<file path="src/rtl/iems_pkg.sv">
`default_nettype none
package iems_pkg;

	localparam int PAGE_BYTES     = 8;
	localparam int SEQ_READ_BYTES = 8;
	localparam int PB_IDX_W       = (PAGE_BYTES > 1) ? $clog2(PAGE_BYTES) : 1;
	localparam int BC_MAX         = (PAGE_BYTES > SEQ_READ_BYTES) ? PAGE_BYTES : SEQ_READ_BYTES;
	localparam int BC_W           = $clog2(BC_MAX + 1);
	localparam int WAIT_W         = 16;
	localparam int BIT_W          = 4;

	localparam logic [7:0] DEV_WRITE = 8'hA0;
	localparam logic [7:0] DEV_READ  = 8'hA1;

	localparam logic [1:0] REQ_TICK = 2'd0;
	localparam logic [1:0] REQ_LOAD = 2'd1;
	localparam logic [1:0] REQ_CMD  = 2'd2;

	localparam logic [2:0] OP_BYTE_WR = 3'd0;
	localparam logic [2:0] OP_PAGE_WR = 3'd1;
	localparam logic [2:0] OP_CUR_RD  = 3'd2;
	localparam logic [2:0] OP_RAND_RD = 3'd3;
	localparam logic [2:0] OP_SEQ_RD  = 3'd4;

	localparam logic [0:0] CFG_HALF = 1'b0;
	localparam logic [0:0] CFG_FULL = 1'b1;

	typedef struct packed {
		logic [1:0] req_type;
		logic [2:0] command_op;
		logic [7:0] mem_address;
		logic [7:0] data_byte;
		logic [2:0] buffer_slot;
		logic       sda_in;
	} in_word_t;

	typedef struct packed {
		logic       scl_level;
		logic       sda_level;
		logic       sda_drive;
		logic       busy_res;
		logic       done_res;
		logic       read_valid;
		logic [7:0] read_value;
		logic [2:0] read_position;
		logic       nack_error;
		logic       poll_seen;
	} out_word_t;

	typedef struct packed {
		logic [0:0]        reg_index;
		logic [WAIT_W-1:0] wdata;
	} cfg_word_t;

	typedef enum logic [17:0] {
		PH_IDLE     = 18'd1 << 0,
		PH_START_W  = 18'd1 << 1,
		PH_DEVW     = 18'd1 << 2,
		PH_DEVW_ACK = 18'd1 << 3,
		PH_POLL     = 18'd1 << 4,
		PH_ADDR     = 18'd1 << 5,
		PH_ADDR_ACK = 18'd1 << 6,
		PH_DATA     = 18'd1 << 7,
		PH_DATA_ACK = 18'd1 << 8,
		PH_PAGE     = 18'd1 << 9,
		PH_PAGE_ACK = 18'd1 << 10,
		PH_START_R  = 18'd1 << 11,
		PH_DEVR     = 18'd1 << 12,
		PH_DEVR_ACK = 18'd1 << 13,
		PH_READ     = 18'd1 << 14,
		PH_SACK     = 18'd1 << 15,
		PH_NOACK    = 18'd1 << 16,
		PH_STOP     = 18'd1 << 17
	} phase_t;

	// resume points after a line wait
	typedef enum logic [28:0] {
		S_START_SDA1 = 29'd1 << 0,
		S_START_SCL1 = 29'd1 << 1,
		S_START_SDA0 = 29'd1 << 2,
		S_START_SCL0 = 29'd1 << 3,
		S_START_END  = 29'd1 << 4,
		S_STOP_SCL0  = 29'd1 << 5,
		S_STOP_SDA0  = 29'd1 << 6,
		S_STOP_SCL1  = 29'd1 << 7,
		S_STOP_SDA1  = 29'd1 << 8,
		S_STOP_END   = 29'd1 << 9,
		S_SEND_BIT   = 29'd1 << 10,
		S_SEND_SCL1  = 29'd1 << 11,
		S_SEND_REP   = 29'd1 << 12,
		S_ACK_SCL1   = 29'd1 << 13,
		S_ACK_SAMP   = 29'd1 << 14,
		S_ACK_END    = 29'd1 << 15,
		S_NOACK_SDA1 = 29'd1 << 16,
		S_NOACK_SCL1 = 29'd1 << 17,
		S_NOACK_END  = 29'd1 << 18,
		S_SACK_SDA0  = 29'd1 << 19,
		S_SACK_SCL1  = 29'd1 << 20,
		S_SACK_END   = 29'd1 << 21,
		S_READ_LOOP  = 29'd1 << 22,
		S_READ_SCL1  = 29'd1 << 23,
		S_READ_SAMP  = 29'd1 << 24,
		S_READ_SCL0  = 29'd1 << 25,
		S_READ_REP   = 29'd1 << 26,
		S_READ_END   = 29'd1 << 27,
		S_PWAIT_END  = 29'd1 << 28
	} step_t;

endpackage
`default_nettype wire

</file>
<file path="src/rtl/iems_if.sv">
`default_nettype none
interface iems_cmd_if;
	logic               valid;
	logic               ready;
	iems_pkg::in_word_t data;
	modport source (output valid, output data, input ready);
	modport sink (input valid, input data, output ready);
endinterface

interface iems_res_if;
	logic                valid;
	logic                ready;
	iems_pkg::out_word_t data;
	modport source (output valid, output data, input ready);
	modport sink (input valid, input data, output ready);
endinterface

interface iems_cfg_if;
	logic                valid;
	logic                ready;
	iems_pkg::cfg_word_t data;
	modport source (output valid, output data, input ready);
	modport sink (input valid, input data, output ready);
endinterface
`default_nettype wire

</file>
<file path="src/rtl/i2c_eeprom_master_sequencer.sv">
`default_nettype none
// channel | dir | word                           | accepted when
// cmd     | in  | tick, page load or command     | cmd.valid && cmd.ready
// res     | out | line levels, flags, read byte  | res.valid && res.ready
// cfg     | in  | half/full wait register write  | cfg.valid && cfg.ready
//
// One word per clock. Its result is in the two-entry output queue the next cycle.
// cmd.ready drops only while both queue entries are held by a stalled res.
// arst_n returns to idle with SCL high, SDA high and driven; cfg.ready is always high.
// The page buffer holds no reset value.
module i2c_eeprom_master_sequencer (
	input wire         clk,
	input wire         arst_n,
	iems_cmd_if.sink   cmd,
	iems_res_if.source res,
	iems_cfg_if.sink   cfg
);

	typedef enum logic [2:0] {
		PR_START, PR_STOP, PR_SEND, PR_ACK, PR_NOACK, PR_SACK, PR_READ, PR_PWAIT
	} prim_t;

	logic [iems_pkg::WAIT_W-1:0] half_q, full_q;
	iems_pkg::phase_t            phase_q, phase_n;
	iems_pkg::step_t             step_q, step_n;
	logic [iems_pkg::WAIT_W-1:0] wc_q, wc_n;
	logic [iems_pkg::BIT_W-1:0]  bit_q, bit_n;
	logic [iems_pkg::BC_W-1:0]   bc_q, bc_n, bc_inc;
	logic [7:0]                  shift_q, shift_n;
	logic [2:0]                  op_q, op_n;
	logic [7:0]                  addr_q, addr_n, data_q, data_n;
	logic                        scl_q, scl_n, sda_q, sda_n, drv_q, drv_n;
	logic                        nack_q, nack_n, poll_q, poll_n, lnack_q, lnack_n;
	logic [7:0]                  pb_q [iems_pkg::PAGE_BYTES];
	logic                        pb_we;
	logic [iems_pkg::PB_IDX_W-1:0] pb_wa;

	logic                        accept, busy, fire, end_hit, launch, wait_ld, wait_full;
	logic                        done, emit;
	prim_t                       prim;
	logic [iems_pkg::WAIT_W-1:0] half_eff, full_eff;
	iems_pkg::out_word_t         res_word;

	iems_pkg::out_word_t         fifo_q [2];
	logic                        wr_ptr_q, rd_ptr_q;
	logic [1:0]                  cnt_q;
	logic                        pop;

	assign cfg.ready = 1'b1;
	assign cmd.ready = (cnt_q != 2'd2);
	assign accept    = cmd.valid && cmd.ready;
	assign busy      = (phase_q != iems_pkg::PH_IDLE);
	assign half_eff  = (half_q == '0) ? iems_pkg::WAIT_W'(1) : half_q;
	assign full_eff  = (full_q == '0) ? iems_pkg::WAIT_W'(1) : full_q;
	assign bc_inc    = bc_q + iems_pkg::BC_W'(1);
	assign pb_we     = accept && (cmd.data.req_type == iems_pkg::REQ_LOAD)
		&& (int'(cmd.data.buffer_slot) < iems_pkg::PAGE_BYTES);
	assign pb_wa     = iems_pkg::PB_IDX_W'(cmd.data.buffer_slot);

	always_comb begin
		phase_n   = phase_q;
		step_n    = step_q;
		wc_n      = wc_q;
		bit_n     = bit_q;
		bc_n      = bc_q;
		shift_n   = shift_q;
		op_n      = op_q;
		addr_n    = addr_q;
		data_n    = data_q;
		scl_n     = scl_q;
		sda_n     = sda_q;
		drv_n     = drv_q;
		nack_n    = nack_q;
		poll_n    = poll_q;
		lnack_n   = lnack_q;
		fire      = 1'b0;
		end_hit   = 1'b0;
		launch    = 1'b0;
		prim      = PR_START;
		wait_ld   = 1'b0;
		wait_full = 1'b0;
		done      = 1'b0;
		emit      = 1'b0;

		if (accept && cmd.data.req_type == iems_pkg::REQ_TICK && busy) begin
			wc_n = (wc_q == '0) ? '0 : wc_q - iems_pkg::WAIT_W'(1);
			fire = (wc_n == '0);
		end
		if (accept && cmd.data.req_type == iems_pkg::REQ_CMD && !busy
			&& cmd.data.command_op <= iems_pkg::OP_SEQ_RD) begin
			op_n    = cmd.data.command_op;
			addr_n  = cmd.data.mem_address;
			data_n  = cmd.data.data_byte;
			bc_n    = '0;
			phase_n = (cmd.data.command_op == iems_pkg::OP_CUR_RD) ?
				iems_pkg::PH_START_R : iems_pkg::PH_START_W;
			launch  = 1'b1;
			prim    = PR_START;
		end

		if (fire) begin
			unique case (step_q)
				iems_pkg::S_START_SDA1: begin
					sda_n = 1'b1; wait_ld = 1'b1; step_n = iems_pkg::S_START_SCL1;
				end
				iems_pkg::S_START_SCL1: begin
					scl_n = 1'b1; wait_ld = 1'b1; wait_full = 1'b1;
					step_n = iems_pkg::S_START_SDA0;
				end
				iems_pkg::S_START_SDA0: begin
					sda_n = 1'b0; wait_ld = 1'b1; wait_full = 1'b1;
					step_n = iems_pkg::S_START_SCL0;
				end
				iems_pkg::S_START_SCL0: begin
					scl_n = 1'b0; wait_ld = 1'b1; wait_full = 1'b1;
					step_n = iems_pkg::S_START_END;
				end
				iems_pkg::S_STOP_SCL0: begin
					scl_n = 1'b0; wait_ld = 1'b1; step_n = iems_pkg::S_STOP_SDA0;
				end
				iems_pkg::S_STOP_SDA0: begin
					sda_n = 1'b0; wait_ld = 1'b1; wait_full = 1'b1;
					step_n = iems_pkg::S_STOP_SCL1;
				end
				iems_pkg::S_STOP_SCL1: begin
					scl_n = 1'b1; wait_ld = 1'b1; wait_full = 1'b1;
					step_n = iems_pkg::S_STOP_SDA1;
				end
				iems_pkg::S_STOP_SDA1: begin
					sda_n = 1'b1; wait_ld = 1'b1; wait_full = 1'b1;
					step_n = iems_pkg::S_STOP_END;
				end
				iems_pkg::S_SEND_BIT: begin
					sda_n   = shift_q[7];
					shift_n = {shift_q[6:0], 1'b0};
					wait_ld = 1'b1; step_n = iems_pkg::S_SEND_SCL1;
				end
				iems_pkg::S_SEND_SCL1: begin
					scl_n = 1'b1; wait_ld = 1'b1; wait_full = 1'b1;
					step_n = iems_pkg::S_SEND_REP;
				end
				iems_pkg::S_SEND_REP: begin
					bit_n = bit_q + iems_pkg::BIT_W'(1);
					scl_n = 1'b0;
					if (!bit_n[3]) begin
						wait_ld = 1'b1; step_n = iems_pkg::S_SEND_BIT;
					end else begin
						end_hit = 1'b1;
					end
				end
				iems_pkg::S_ACK_SCL1: begin
					scl_n = 1'b1; wait_ld = 1'b1; step_n = iems_pkg::S_ACK_SAMP;
				end
				iems_pkg::S_ACK_SAMP: begin
					lnack_n = cmd.data.sda_in; wait_ld = 1'b1; step_n = iems_pkg::S_ACK_END;
				end
				iems_pkg::S_ACK_END: begin
					scl_n = 1'b0; drv_n = 1'b1; sda_n = 1'b0; end_hit = 1'b1;
				end
				iems_pkg::S_NOACK_SDA1: begin
					sda_n = 1'b1; wait_ld = 1'b1; step_n = iems_pkg::S_NOACK_SCL1;
				end
				iems_pkg::S_NOACK_SCL1: begin
					scl_n = 1'b1; wait_ld = 1'b1; wait_full = 1'b1;
					step_n = iems_pkg::S_NOACK_END;
				end
				iems_pkg::S_NOACK_END: begin
					scl_n = 1'b0; sda_n = 1'b0; end_hit = 1'b1;
				end
				iems_pkg::S_SACK_SDA0: begin
					sda_n = 1'b0; wait_ld = 1'b1; step_n = iems_pkg::S_SACK_SCL1;
				end
				iems_pkg::S_SACK_SCL1: begin
					scl_n = 1'b1; wait_ld = 1'b1; wait_full = 1'b1;
					step_n = iems_pkg::S_SACK_END;
				end
				iems_pkg::S_SACK_END: begin
					scl_n = 1'b0; end_hit = 1'b1;
				end
				iems_pkg::S_READ_LOOP: begin
					bit_n = '0; wait_ld = 1'b1; step_n = iems_pkg::S_READ_SCL1;
				end
				iems_pkg::S_READ_SCL1: begin
					scl_n = 1'b1; wait_ld = 1'b1; step_n = iems_pkg::S_READ_SAMP;
				end
				iems_pkg::S_READ_SAMP: begin
					shift_n = {shift_q[6:0], cmd.data.sda_in};
					wait_ld = 1'b1; step_n = iems_pkg::S_READ_SCL0;
				end
				iems_pkg::S_READ_SCL0: begin
					scl_n = 1'b0; wait_ld = 1'b1; step_n = iems_pkg::S_READ_REP;
				end
				iems_pkg::S_READ_REP: begin
					bit_n   = bit_q + iems_pkg::BIT_W'(1);
					wait_ld = 1'b1;
					if (!bit_n[3]) begin
						step_n = iems_pkg::S_READ_SCL1;
					end else begin
						drv_n = 1'b1; sda_n = 1'b0; step_n = iems_pkg::S_READ_END;
					end
				end
				default: end_hit = 1'b1;
			endcase
		end

		if (end_hit) begin
			unique case (phase_q)
				iems_pkg::PH_START_W: begin
					shift_n = iems_pkg::DEV_WRITE; phase_n = iems_pkg::PH_DEVW;
					launch = 1'b1; prim = PR_SEND;
				end
				iems_pkg::PH_DEVW: begin
					phase_n = iems_pkg::PH_DEVW_ACK; launch = 1'b1; prim = PR_ACK;
				end
				iems_pkg::PH_DEVW_ACK: begin
					launch = 1'b1;
					if (lnack_q) begin
						poll_n = 1'b1; phase_n = iems_pkg::PH_POLL; prim = PR_PWAIT;
					end else begin
						shift_n = addr_q; phase_n = iems_pkg::PH_ADDR; prim = PR_SEND;
					end
				end
				iems_pkg::PH_POLL: begin
					phase_n = iems_pkg::PH_START_W; launch = 1'b1; prim = PR_START;
				end
				iems_pkg::PH_ADDR: begin
					phase_n = iems_pkg::PH_ADDR_ACK; launch = 1'b1; prim = PR_ACK;
				end
				iems_pkg::PH_ADDR_ACK: begin
					nack_n = nack_q | lnack_q;
					launch = 1'b1;
					if (op_q == iems_pkg::OP_BYTE_WR) begin
						shift_n = data_q; phase_n = iems_pkg::PH_DATA; prim = PR_SEND;
					end else if (op_q == iems_pkg::OP_PAGE_WR) begin
						bc_n = '0; shift_n = pb_q[0];
						phase_n = iems_pkg::PH_PAGE; prim = PR_SEND;
					end else begin
						phase_n = iems_pkg::PH_START_R; prim = PR_START;
					end
				end
				iems_pkg::PH_DATA: begin
					phase_n = iems_pkg::PH_DATA_ACK; launch = 1'b1; prim = PR_ACK;
				end
				iems_pkg::PH_DATA_ACK: begin
					nack_n = nack_q | lnack_q;
					phase_n = iems_pkg::PH_STOP; launch = 1'b1; prim = PR_STOP;
				end
				iems_pkg::PH_PAGE: begin
					phase_n = iems_pkg::PH_PAGE_ACK; launch = 1'b1; prim = PR_ACK;
				end
				iems_pkg::PH_PAGE_ACK: begin
					nack_n = nack_q | lnack_q;
					bc_n   = bc_inc;
					launch = 1'b1;
					if (bc_inc < iems_pkg::BC_W'(iems_pkg::PAGE_BYTES)) begin
						shift_n = pb_q[bc_inc[iems_pkg::PB_IDX_W-1:0]];
						phase_n = iems_pkg::PH_PAGE; prim = PR_SEND;
					end else begin
						phase_n = iems_pkg::PH_STOP; prim = PR_STOP;
					end
				end
				iems_pkg::PH_START_R: begin
					shift_n = iems_pkg::DEV_READ; phase_n = iems_pkg::PH_DEVR;
					launch = 1'b1; prim = PR_SEND;
				end
				iems_pkg::PH_DEVR: begin
					phase_n = iems_pkg::PH_DEVR_ACK; launch = 1'b1; prim = PR_ACK;
				end
				iems_pkg::PH_DEVR_ACK: begin
					nack_n = nack_q | lnack_q;
					bc_n = '0; phase_n = iems_pkg::PH_READ; launch = 1'b1; prim = PR_READ;
				end
				iems_pkg::PH_READ: begin
					emit   = 1'b1;
					launch = 1'b1;
					if (op_q == iems_pkg::OP_SEQ_RD
						&& bc_inc < iems_pkg::BC_W'(iems_pkg::SEQ_READ_BYTES)) begin
						phase_n = iems_pkg::PH_SACK; prim = PR_SACK;
					end else begin
						phase_n = iems_pkg::PH_NOACK; prim = PR_NOACK;
					end
				end
				iems_pkg::PH_SACK: begin
					bc_n = bc_inc; phase_n = iems_pkg::PH_READ; launch = 1'b1; prim = PR_READ;
				end
				iems_pkg::PH_NOACK: begin
					phase_n = iems_pkg::PH_STOP; launch = 1'b1; prim = PR_STOP;
				end
				default: begin
					phase_n = iems_pkg::PH_IDLE; done = 1'b1;
				end
			endcase
		end

		if (launch) begin
			wait_ld = 1'b1;
			unique case (prim)
				PR_START: begin
					nack_n = 1'b0; drv_n = 1'b1; wait_full = 1'b1;
					step_n = iems_pkg::S_START_SDA1;
				end
				PR_STOP: begin
					drv_n = 1'b1; wait_full = 1'b1; step_n = iems_pkg::S_STOP_SCL0;
				end
				PR_SEND: begin
					drv_n = 1'b1; bit_n = '0; scl_n = 1'b0; wait_full = 1'b0;
					step_n = iems_pkg::S_SEND_BIT;
				end
				PR_ACK: begin
					scl_n = 1'b0; drv_n = 1'b0; wait_full = 1'b1;
					step_n = iems_pkg::S_ACK_SCL1;
				end
				PR_NOACK: begin
					drv_n = 1'b1; scl_n = 1'b0; wait_full = 1'b0;
					step_n = iems_pkg::S_NOACK_SDA1;
				end
				PR_SACK: begin
					drv_n = 1'b1; scl_n = 1'b0; wait_full = 1'b0;
					step_n = iems_pkg::S_SACK_SDA0;
				end
				PR_READ: begin
					drv_n = 1'b0; scl_n = 1'b0; wait_full = 1'b0;
					step_n = iems_pkg::S_READ_LOOP;
				end
				PR_PWAIT: begin
					wait_full = 1'b1; step_n = iems_pkg::S_PWAIT_END;
				end
			endcase
		end

		if (wait_ld) begin
			wc_n = wait_full ? full_eff : half_eff;
		end
	end

	always_comb begin
		res_word.scl_level     = scl_n;
		res_word.sda_level     = sda_n;
		res_word.sda_drive     = drv_n;
		res_word.busy_res      = (phase_n != iems_pkg::PH_IDLE);
		res_word.done_res      = done;
		res_word.read_valid    = emit;
		res_word.read_value    = emit ? shift_q : 8'd0;
		res_word.read_position = emit ? bc_q[2:0] : 3'd0;
		res_word.nack_error    = nack_n;
		res_word.poll_seen     = poll_n;
	end

	always_ff @(posedge clk or negedge arst_n) begin
		if (!arst_n) begin
			half_q  <= iems_pkg::WAIT_W'(1);
			full_q  <= iems_pkg::WAIT_W'(2);
		end else if (cfg.valid) begin
			if (cfg.data.reg_index == iems_pkg::CFG_HALF) half_q <= cfg.data.wdata;
			if (cfg.data.reg_index == iems_pkg::CFG_FULL) full_q <= cfg.data.wdata;
		end
	end

	always_ff @(posedge clk or negedge arst_n) begin
		if (!arst_n) begin
			phase_q <= iems_pkg::PH_IDLE;
			step_q  <= iems_pkg::S_STOP_END;
			wc_q    <= '0;
			bit_q   <= '0;
			bc_q    <= '0;
			shift_q <= '0;
			op_q    <= '0;
			addr_q  <= '0;
			data_q  <= '0;
			scl_q   <= 1'b1;
			sda_q   <= 1'b1;
			drv_q   <= 1'b1;
			nack_q  <= 1'b0;
			poll_q  <= 1'b0;
			lnack_q <= 1'b0;
		end else if (accept) begin
			phase_q <= phase_n;
			step_q  <= step_n;
			wc_q    <= wc_n;
			bit_q   <= bit_n;
			bc_q    <= bc_n;
			shift_q <= shift_n;
			op_q    <= op_n;
			addr_q  <= addr_n;
			data_q  <= data_n;
			scl_q   <= scl_n;
			sda_q   <= sda_n;
			drv_q   <= drv_n;
			nack_q  <= nack_n;
			poll_q  <= poll_n;
			lnack_q <= lnack_n;
		end
	end

	always_ff @(posedge clk) begin
		if (pb_we) pb_q[pb_wa] <= cmd.data.data_byte;
	end

	// two-entry result queue
	assign pop       = res.valid && res.ready;
	assign res.valid = (cnt_q != 2'd0);
	assign res.data  = fifo_q[rd_ptr_q];

	always_ff @(posedge clk) begin
		if (accept) fifo_q[wr_ptr_q] <= res_word;
	end

	always_ff @(posedge clk or negedge arst_n) begin
		if (!arst_n) begin
			wr_ptr_q <= 1'b0;
			rd_ptr_q <= 1'b0;
			cnt_q    <= 2'd0;
		end else begin
			if (accept) wr_ptr_q <= ~wr_ptr_q;
			if (pop) rd_ptr_q <= ~rd_ptr_q;
			if (accept && !pop) cnt_q <= cnt_q + 2'd1;
			else if (pop && !accept) cnt_q <= cnt_q - 2'd1;
		end
	end

endmodule
`default_nettype wire
</file>
<file path="src/flat_wrapper.sv">
// flat-port wrapper written by rule: the top's interface ports become plain ports
module i2c_eeprom_master_sequencer_flat 
  (clk, arst_n, cmd_valid, cmd_data, cmd_ready, res_valid, res_data, res_ready, cfg_valid, cfg_data, cfg_ready);
  iems_cmd_if cmd_i ();
  iems_res_if res_i ();
  iems_cfg_if cfg_i ();
  input wire clk;
  input wire arst_n;
  input wire logic [$bits(cmd_i.valid)-1:0] cmd_valid;
  input wire logic [$bits(cmd_i.data)-1:0] cmd_data;
  output wire logic [$bits(cmd_i.ready)-1:0] cmd_ready;
  output wire logic [$bits(res_i.valid)-1:0] res_valid;
  output wire logic [$bits(res_i.data)-1:0] res_data;
  input wire logic [$bits(res_i.ready)-1:0] res_ready;
  input wire logic [$bits(cfg_i.valid)-1:0] cfg_valid;
  input wire logic [$bits(cfg_i.data)-1:0] cfg_data;
  output wire logic [$bits(cfg_i.ready)-1:0] cfg_ready;
  assign cmd_i.valid = cmd_valid;
  assign cmd_i.data = cmd_data;
  assign cmd_ready = cmd_i.ready;
  assign res_valid = res_i.valid;
  assign res_data = res_i.data;
  assign res_i.ready = res_ready;
  assign cfg_i.valid = cfg_valid;
  assign cfg_i.data = cfg_data;
  assign cfg_ready = cfg_i.ready;
  i2c_eeprom_master_sequencer u_core (.clk(clk), .arst_n(arst_n), .cmd(cmd_i), .res(res_i), .cfg(cfg_i));
endmodule
</file>
<file path="config.mk">
export PLATFORM = sky130hd
export DESIGN_NAME = i2c_eeprom_master_sequencer_flat
export DESIGN_NICKNAME = d
export VERILOG_FILES = /design/src/rtl/iems_pkg.sv /design/src/rtl/iems_if.sv /design/src/rtl/i2c_eeprom_master_sequencer.sv /design/src/flat_wrapper.sv
export SDC_FILE = /design/constraint.sdc
export NUM_CORES = 1
export LEC_CHECK = 0
export ABC_AREA = 0
export BUFFER_PORTS_ARGS = -buffer_cell sky130_fd_sc_hd__buf_4
export CAP_MARGIN = 5
export CORE_UTILIZATION = 45
export CTS_CLUSTER_DIAMETER = 30
export DETAILED_ROUTE_END_ITERATION = 7
export HOLD_SLACK_MARGIN = 0.05
export SLEW_MARGIN = 20
export SYNTH_ARGS = -nofsm -noshare
export SYNTH_HDL_FRONTEND = slang
export SYNTH_SLANG_ARGS = --single-unit
</file>
<file path="constraint.sdc">
create_clock -name clk -period 8.57 [get_ports clk]
set_input_delay 0.4285 -clock clk [delete_from_list [all_inputs] [get_ports clk]]
set_output_delay 0.4285 -clock clk [all_outputs]
set_load 0.02 [all_outputs]
</file>
-- Word-level counts from Yosys, hierarchy flattened
Memory sizes are Yosys's and may differ from the RTL's.
Index checks and enable logic that the tools add are counted.
- bits in registers: 140
- latch bits: 0
- bits in writable memories: 102
- bits in read-only memories: 0
- output and inout bits: 22
- logic and storage cells: 232
- memories: 2
- memory list (memory ; words ; width ; rd ports ; clocked after Yosys merged registers in ; write ports ; line ; source):
    u_core.pb_q ; 8 ; 8 ; 2 ; 0 ; 1 ; i2c_eeprom_master_sequencer.sv:34 ; logic [7:0] pb_q [iems_pkg::PAGE_BYTES];
    u_core.fifo_q ; 2 ; 19 ; 1 ; 0 ; 1 ; i2c_eeprom_master_sequencer.sv:44 ; iems_pkg::out_word_t fifo_q [2];
- add/subtract/negate cells: 5
- multipliers: 0
- div/mod/pow operators: 0
- magnitude comparators: 2
- equality and inequality tests: 57
- shift operators: 0
- muxes and demuxes: 91
- bitwise gates (word level): 4
- reduce and logical (&&, ||, !) cells: 51
- operators with widths (kind ; number):
    case mux 29 bit (22 select lines) ; 1
    case mux 18 bit (14 select lines) ; 1
    case mux 29 bit (8 select lines) ; 1
    2-to-1 mux 16 bit ; 6
    2-to-1 mux 29 bit ; 3
    2-to-1 mux 18 bit ; 4
    zero test 16 bit ; 4
    2-to-1 mux 8 bit ; 7
    case mux 8 bit (5 select lines) ; 1
    2-to-1 mux 1 bit ; 36
    inequality test 18 x 1 -> 1 bit (second input constant) ; 2
    equality test 29 x 1 -> 1 bit (second input constant) ; 1
    equality test 29 x 11 -> 1 bit (second input constant) ; 1
    equality test 29 x 12 -> 1 bit (second input constant) ; 1
    equality test 29 x 13 -> 1 bit (second input constant) ; 1
    equality test 29 x 14 -> 1 bit (second input constant) ; 1
    equality test 29 x 15 -> 1 bit (second input constant) ; 1
    equality test 29 x 16 -> 1 bit (second input constant) ; 1
    equality test 29 x 17 -> 1 bit (second input constant) ; 1
    equality test 29 x 18 -> 1 bit (second input constant) ; 1
    equality test 29 x 19 -> 1 bit (second input constant) ; 1
    equality test 29 x 2 -> 1 bit (second input constant) ; 1
    equality test 29 x 20 -> 1 bit (second input constant) ; 1
    equality test 29 x 21 -> 1 bit (second input constant) ; 1
    other kinds (73) ; 131

-- Longest topological paths before layout
Gate-level depths: netlist of the first run.
- word-level depth: 13
- gate-level depth with buffers: 16
- mapped depth without buffers: 14

-- Least setup slack after synthesis of the first run
Ideal clock, no wire load.
- path type: register to register
- start: register u_core.wc_q[0] (netlist name)
- end: memory u_core.fifo_q[0][15] (netlist name), data pin
- data arrival time: 3.305 ns
- data required time: 8.286 ns
- path slack: 4.981 ns
- stages on the path, launching flop included: 14
- path buffers: 1
- period minus slack after synthesis: 3.589 ns
- cells stage by stage: dfrtp_1 > inv_1 > ha_1 > nor3b_1 > o2111ai_1 > a31o_1 > a21oi_1 > o221ai_2 > a21oi_2 > buf_2 > mux2i_1 > or4b_1 > nor4_1 > o2111ai_1
- RTL lines (what ; line ; source):
    from (decl) ; i2c_eeprom_master_sequencer.sv:26 ; logic [iems_pkg::WAIT_W-1:0] wc_q, wc_n;
    from (signal assigned) ; i2c_eeprom_master_sequencer.sv:379 ; wc_q <= wc_n;
    to (decl) ; i2c_eeprom_master_sequencer.sv:44 ;

==> results of run 1 <==
## layout make-up
cell class                 instances  area (µm²)  share of cell area (%)
inverter                          22        82.6                   0.530
timing repair buffer              80         607                    3.89
clock inverter                    38         502                    3.22
sequential                       242        6580                    42.2
clock buffer                      63        1450                    9.28
multi-input combinational        839        5910                    37.9
tap                              378         473                    3.03
## worst reg2reg max path: cells and delay by family, from the launching register on
| kind | cells | cell delay, ns |
|---|---|---|
| buffers and inverters | 1 | 0.19 |
| muxes | 1 | 0.40 |
| DFF | 1 | 0.51 |
| and+or+nand+nor | 6 | 1.73 |
| AOI/OAI and AO/OA | 3 | 1.65 |
## power by group through the flow
stage                     Clock, µW  Sequential [µW]  Combinational (µW)
after global placement            0             1570                1010
final                          2180             1550                1020
after CTS                      2200             1550                1020
after floorplan                   0             1490                 769
after detailed placement          0             1570                1010
after global routing           2260             1580                1120
## layer usage
| layer | GRT usage, % | up-vias |
|---|---|---|
| met5 | 0 | - |
| met4 | 6.54 | 0 |
| met3 | 3.96 | 63 |
| met2 | 38.3 | 404 |
| met1 | 34.8 | 4878 |
| li1 | - | 4598 |
## registers in the layout, indices dropped and copies added (netlist names)
register         flops
u_core.data_q        8
u_core.nack_q        1
u_core.half_q       16
u_core.bit_q         4
u_core.lnack_q       1
u_core.bc_q          4
u_core.wc_q         16
u_core.sda_q         1
u_core.addr_q        8
u_core.drv_q         1
u_core.pb_q         64
u_core.shift_q       8
u_core.step_q       29
u_core.poll_q        1
u_core.rd_ptr_q      1
u_core.full_q       16
u_core.scl_q         1
u_core.cnt_q         2
u_core.op_q          3
u_core.wr_ptr_q      1
u_core.fifo_q       38
u_core.phase_q      18
## cells in the mapped netlist, types with 15 or more instances
master / instances
buf_2: 15
inv_1: 21
mux4_2: 16
clkbuf_1: 36
nor2_1: 87
dfrtp_1: 133
edfxtp_1: 102
nand2_1: 100
a21oi_1: 40
o21ai_1: 21
mux2_2: 77
mux2i_1: 46
nor4_1: 28
nand4_1: 32
nand3_1: 36
o21ai_0: 43
nor3_1: 59
## cell families (layout without fill, tap and decap cells)
| kind of cell | after synthesis | count (layout) | synth area share, % |
|---|---|---|---|
| flops | 242 | 242 | 51.3 |
| simple gates | 489 | 489 | 21.8 |
| xor+xnor | 19 | 19 | 1.30 |
| buf+inv | 77 | 203 | 2.56 |
| other cells | 1 | 1 | 0.0293 |
| compound gates | 185 | 185 | 9.25 |
| mux | 141 | 141 | 13.4 |
| fa+ha+maj | 4 | 4 | 0.391 |
## what timing repair did
item,in CTS,in global routing
hold endpoints to repair,69,0
endpoints found under the setup margin,0,0
resized for setup,0,0
hold buffers,1,0
## worst paths after layout
check	startpoint	cells past startpoint	end
worst max-delay path	u_core.step_q[19]$_DFFE_PN0P_	11	u_core.fifo_q[0][15]$_DFFE_PP_
worst min-delay path	cmd_data[20]	3	u_core.op_q[0]$_DFFE_PN0P_
worst max register to register	u_core.step_q[19]$_DFFE_PN0P_	11	u_core.fifo_q[0][15]$_DFFE_PP_
worst min register to register	u_core.poll_q$_DFFE_PN0P_	1	u_core.poll_q$_DFFE_PN0P_
max in group asynchronous	arst_n	3	u_core.half_q[2]$_DFFE_PN0P_
min in group asynchronous	arst_n	2	u_core.shift_q[5]$_DFFE_PN0P_
## stage by stage
| step | hold WS (ns) | worst slack [ns] | power [µW] |
|---|---|---|---|
| finish | 0.101 | 3.80 | 4750 |
| global route | 0.102 | 3.58 | 4960 |
| CTS | 0.0881 | 3.86 | 4770 |
| detailed placement | 0.461 | 3.85 | 2580 |
| global placement | 0.452 | 3.98 | 2580 |
| floorplan | 0.133 | 4.98 | 2260 |
==> impl_metrics.env, run 1 <==
export IMPL_gp_congestion=0.966
export IMPL_grt_pass1_vias=9499
export IMPL_worstPathCellList="nor4_2, buf_4, nand3_1, nor3_1, a2111oi_0, nand4_2, a21oi_2, mux2_1, or4b_1, nor4_1, o2111ai_1"
export IMPL_drt_wirelength_per_cell_um=20.8
export IMPL_fp_dieH_um=171
export IMPL_path_delay_family="simple AND/OR/NAND/NOR gates"
export IMPL_powerDensity_nw_per_um2=305
export IMPL_final_common_cell="dfrtp_1"
export IMPL_ys_seq_area_share_pct=51.3
export IMPL_fin_cells=1662
export IMPL_ys_flop_type="dfrtp_1"
export IMPL_p_leak_uw=0.00618
export IMPL_final_period_utilization_pct=55.7
export IMPL_p_switching_uw=1440
export IMPL_drc=0
export IMPL_slew_viol_final=0
export IMPL_numCtsBuffers=54
export IMPL_p_comb_share_pct=21.5
export IMPL_initial_core_util_pct=46.0
export IMPL_syn_num_nets=1209
export IMPL_cts_sinks=242
export IMPL_highest_layer="met4"
export IMPL_met1_length_um=15800
export IMPL_yosys_warnings=0
export IMPL_root_buffer="clkbuf_16"
export IMPL_crit_path_end_kind="register"
export IMPL_areaGrowthSynthToFinish_pct=21.8
export IMPL_netlist_area_um2=12800
export IMPL_nets=1290
export IMPL_start_kind="register"
export IMPL_worst_path_largest_cell_delay_ns=0.81
export IMPL_worst_pin_slew_ns=1.17
export IMPL_setup_viol=0
export IMPL_hpwl_um=24600
export IMPL_n_antenna_cell=0
export IMPL_fin_setup_tns_ns=0
export IMPL_cts_tree="built"
export IMPL_fmax_mhz=209
export IMPL_arrival_ns=5.03
export IMPL_post_synth_num_cell_types=81
export IMPL_routed_wl_met3_um=2310
export IMPL_vias=9943
export IMPL_mostFrequentLayoutCells="dfrtp_1 (133), edfxtp_1 (102), nand2_1 (100)"
export IMPL_peakVddDrop_mv=0.176
export IMPL_viasPerCell=5.98
export IMPL_intPower_uw=3310
export IMPL_slew_headroom_pct=21.8
export IMPL_coreArea_um2=27900
export IMPL_dr_first_iter_drc_count=890
export IMPL_dpl_cell_area_um2=13600
export IMPL_antenna_found_initial=0
export IMPL_r2r_slack_ns=3.80
export IMPL_grt_overflow=0
export IMPL_worst_path_max_fanout=14
export IMPL_ant_nets=0
export IMPL_drive_gt1_share_pct=25.2
export IMPL_wirelength_um=34600
export IMPL_portBuffers=67
export IMPL_fin_area_um2=15600
export IMPL_hold_class="input port to register"
export IMPL_clockBufferDepth=3
export IMPL_critical_path_slowest_cell="a2111oi_0"
export IMPL_synth_top_area_cell="dfrtp_1"
export IMPL_die_x_um=171
export IMPL_crit_type="register to register"
export IMPL_grt_max_degree=72
export IMPL_path_clk_slew_ns=0.05
export IMPL_status="finished clean"
export IMPL_async_flop_share_pct=57.9
export IMPL_grt_total_usage_pct=24.4
export IMPL_worstPathRequired_ns=8.83
export IMPL_synthTopCellsByArea="dfrtp_1 (26%), edfxtp_1 (24%), mux2_2 (6.8%)"
export IMPL_seqPwrFrac_pct=32.7
export IMPL_clk_latency_ns=0.55
export IMPL_drtPass1Iterations=5
export IMPL_synth_top_cell_area_share_pct=26.0
export IMPL_rsz0062_at_grt="no"
export IMPL_synthCells=1158
export IMPL_finalHoldViolCount=0
export IMPL_wl_met2_um=15800
export IMPL_postCtsSetupBuffers=0
export IMPL_h_tree_depth=2
export IMPL_finish_utilization_pct=56.0
export IMPL_p_sw_share_pct=30.4
export IMPL_crit_buf_inv=1
export IMPL_synth_area_per_cell_um2=11.1
export IMPL_drv_cap=0
export IMPL_dieArea_um2=29100
export IMPL_rows=61
export IMPL_synth_enable_flop_cells=102
export IMPL_ios=69
export IMPL_p_clk_share_pct=45.8
export IMPL_ys_seq_elements=242
export IMPL_fin_skew_ns=0.0169
export IMPL_min_period_ns=4.77
export IMPL_fillers=2349
export IMPL_grt_pass1_wl_um=54300
export IMPL_placed_cells=1560
(Power assumes the default switching activity.)
==> run 2: changes to the inputs <==
--- a/config.mk
+++ b/config.mk
@@ -5,7 +5,7 @@
 export SDC_FILE = /design/constraint.sdc
 export NUM_CORES = 1
 export LEC_CHECK = 0
-export ABC_AREA = 0
+export ABC_AREA = 1
 export BUFFER_PORTS_ARGS = -buffer_cell sky130_fd_sc_hd__buf_4
 export CAP_MARGIN = 5
 export CORE_UTILIZATION = 45
==> constraint.sdc (replaced) <==
create_clock -name clk -period 4 [get_ports clk]
set_input_delay 0.2 -clock clk [delete_from_list [all_inputs] [get_ports clk]]
set_output_delay 0.2 -clock clk [all_outputs]
set_load 0.02 [all_outputs]
==> run 2 against run 1 <==
Net effect:
- flip-flop and latch count unchanged
- final cell count up 38%
- clock skew up 0.013 ns
- maximum frequency up 39%
- setup slack worse by 3.2 ns
- wire length up 13%
- critical path type unchanged
- synthesized cell count up 50%
- final area up 7.7%
- clock power up 110%
- first-iteration DRC count up 3.7%
- die area up 6.4%
- highest routed layer unchanged
- worst hold slack better by 0.089 ns
==> impl_metrics.env, run 2 <==
export IMPL_hold_class="input port to register"
export IMPL_dr_first_iter_drc_count=923
export IMPL_slew_viol_final=0
export IMPL_numCtsBuffers=55
export IMPL_root_buffer="clkbuf_16"
export IMPL_dieArea_um2=31000
export IMPL_synth_top_cell_area_share_pct=24.4
export IMPL_mostFrequentLayoutCells="nand2_1 (483), nor2_1 (193), inv_1 (183)"
export IMPL_crit_path_end_kind="register"
export IMPL_p_leak_uw=0.00760
export IMPL_grt_pass1_vias=11900
export IMPL_synthCells=1732
export IMPL_ys_seq_area_share_pct=48.2
export IMPL_status="finished clean"
export IMPL_path_delay_family="simple AND/OR/NAND/NOR gates"
export IMPL_p_sw_share_pct=32.2
export IMPL_h_tree_depth=2
export IMPL_hpwl_um=28500
export IMPL_p_comb_share_pct=21.6
export IMPL_fin_skew_ns=0.0296
export IMPL_cts_sinks=242
export IMPL_grt_max_degree=83
export IMPL_clockBufferDepth=3
export IMPL_synth_common_cells="nand2_1 (483), nor2_1 (193), inv_1 (183), nand3_1 (141), dfrtp_1 (133)"
export IMPL_netlist_area_um2=13600
export IMPL_wirelength_um=39100
export IMPL_postCtsSetupBuffers=0
export IMPL_antenna_found_initial=0
export IMPL_fillers=2758
export IMPL_largest_register_ffs=64
export IMPL_top_regs="u_core.pb_q (64), u_core.fifo_q (38), u_core.step_q (29)"
export IMPL_cts_tree="built"
export IMPL_syn_num_nets=1783
export IMPL_ios=69
export IMPL_fp_dieH_um=176
export IMPL_fin_area_um2=16800
export IMPL_clk_latency_ns=0.59
export IMPL_final_period_utilization_pct=85.9
export IMPL_ys_flop_type="dfrtp_1"
export IMPL_synthTopCellsByArea="dfrtp_1 (24%), edfxtp_1 (22%), nand2_1 (13%)"
export IMPL_portBuffers=67
export IMPL_ant_nets=0
export IMPL_vias=12300
export IMPL_post_synth_num_cell_types=59
export IMPL_finish_utilization_pct=56.5
export IMPL_peakVddDrop_mv=0.393
export IMPL_n_antenna_cell=0
export IMPL_drv_cap=0
export IMPL_worstPathCellList="inv_1, ha_1, nand3_2, nor2_4, nand2_4, o21ai_1, nand2_2, nand3b_1, nor3_2, nand2_2, nand2_1, o21ai_0, nor2_1, nand2_1, nor2_1, nand3_1"
export IMPL_fin_setup_tns_ns=0
export IMPL_viasPerCell=5.35
export IMPL_finalHoldViolCount=0
export IMPL_regMostFlops="u_core.pb_q"
export IMPL_grt_pass1_wl_um=63800
export IMPL_slew_headroom_pct=35.0
export IMPL_critical_path_slowest_cell="dfrtp_1"
export IMPL_drtPass1Iterations=6
export IMPL_final_common_cell="nand2_1"
export IMPL_grt_total_usage_pct=26.1
export IMPL_crit_buf_inv=1
export IMPL_drc=0
export IMPL_gp_congestion=0.938
export IMPL_areaGrowthSynthToFinish_pct=23.2
export IMPL_yosysMostFrequentCell="nand2_1"
export IMPL_crit_type="register to register"
export IMPL_ys_seq_elements=242
export IMPL_rsz0062_at_grt="no"
export IMPL_grt_overflow=0
export IMPL_worst_path_largest_cell_delay_ns=0.37
export IMPL_nets=1914
export IMPL_worst_path_max_fanout=25
export IMPL_setup_viol=0
export IMPL_rows=63
export IMPL_p_switching_uw=3150
export IMPL_synth_area_per_cell_um2=7.87
export IMPL_p_clk_share_pct=46.0
export IMPL_initial_core_util_pct=45.9
export IMPL_worst_pin_slew_ns=0.964
export IMPL_dpl_cell_area_um2=14500
export IMPL_coreArea_um2=29700
export IMPL_async_flop_share_pct=57.9
export IMPL_path_clk_slew_ns=0.05
export IMPL_die_x_um=176
export IMPL_yosys_warnings=0
export IMPL_worstPathRequired_ns=4.27
export IMPL_drt_wirelength_per_cell_um=17.0
export IMPL_intPower_uw=6650
export IMPL_fmax_mhz=291
export IMPL_arrival_ns=3.71
export IMPL_synth_enable_flop_cells=102
export IMPL_min_period_ns=3.43
export IMPL_start_kind="register"
export IMPL_synth_top_area_cell="dfrtp_1"
export IMPL_drive_gt1_share_pct=14.7
export IMPL_seqPwrFrac_pct=32.4
export IMPL_powerDensity_nw_per_um2=584
==> run 2: worst paths after layout <==
kind                                                  from                        endpoint  slack (ns)  depth (start not counted)
worst max-delay path            u_core.wc_q[0]$_DFFE_PN0P_  u_core.fifo_q[1][15]$_DFFE_PP_        0.57                         16
worst min-delay path                           cmd_data[2]     u_core.pb_q[6][5]$_DFFE_PP_        0.19                          3
worst max register to register  u_core.wc_q[0]$_DFFE_PN0P_  u_core.fifo_q[1][15]$_DFFE_PP_        0.57                         16
worst min register to register   u_core.poll_q$_DFFE_PN0P_       u_core.poll_q$_DFFE_PN0P_        0.47                          1
max in group asynchronous                           arst_n    u_core.full_q[1]$_DFFE_PN1P_        2.68                          3
min in group asynchronous                           arst_n     u_core.rd_ptr_q$_DFFE_PN0P_        0.26                          2
==> run 2: repair_timing <==
item                                   CTS  global route
endpoints found under the hold margin  196             0
gates resized for setup                  0             0
hold buffers                            38             0
==> run 2: tightest hold or removal path: stages <==
cell and delay [ns]:
buf_4 0.12, nand2_1 0.07, nor2_1 0.17
==> run 2: cell families after synthesis <==
family	count (synthesis)	share of synthesized area (%)
AND/OR/NAND/NOR	996	33.2
flip-flops	242	48.2
adder cells (fa/ha/maj)	4	0.367
XOR/XNOR	8	0.514
multiplexers	1	0.0734
other	1	0.0275
buffers and inverters	252	7.60
AO/OA/AOI/OAI	228	9.99
==> run 2: stage by stage <==
step	std cells	hold WS [ns]	power (µW)	setup slack, ns
final	2300	0.190	9800	0.566
after global routing	2300	0.202	10300	0.221
after CTS	2300	0.181	9870	0.575
after detailed placement	2158	0.305	5290	0.583
after global placement	2158	0.310	5290	0.604
after floorplan	1732	-0.0956	4620	1.36
==> run 2: power by group through the flow <==
stage	Combinational (µW)	Sequential (µW)	Clock, µW
6_report	2110	3180	4510
5_1_grt	2380	3210	4720
4_1_cts	2120	3180	4570
3_5_place_dp	2080	3210	0
3_3_place_gp	2080	3210	0
2_1_floorplan	1500	3110	0
==> run 2: final cells by class <==
type                            instances  area, µm²  share of cell area, %
Clock buffer                           66       1450                   8.62
Clock inverter                         38        455                   2.71
Inverter                              197        739                   4.40
Multi-Input combinational cell       1238       6030                   35.9
Sequential cell                       242       6580                   39.1
Tap cell                              390        488                   2.90
Timing Repair Buffer                  129       1070                   6.35
==> run 2: metal layers <==
metal  wire length (µm)  up-vias  track usage, %  share of wire (%)
met3               2760       63            4.87                7.1
met1              18500     5732            38.4                 47
met5                  0        -               0                  0
li1                   -     6062               -                  -
met4                759        0            7.25                1.9
met2              17100      442            39.2                 44
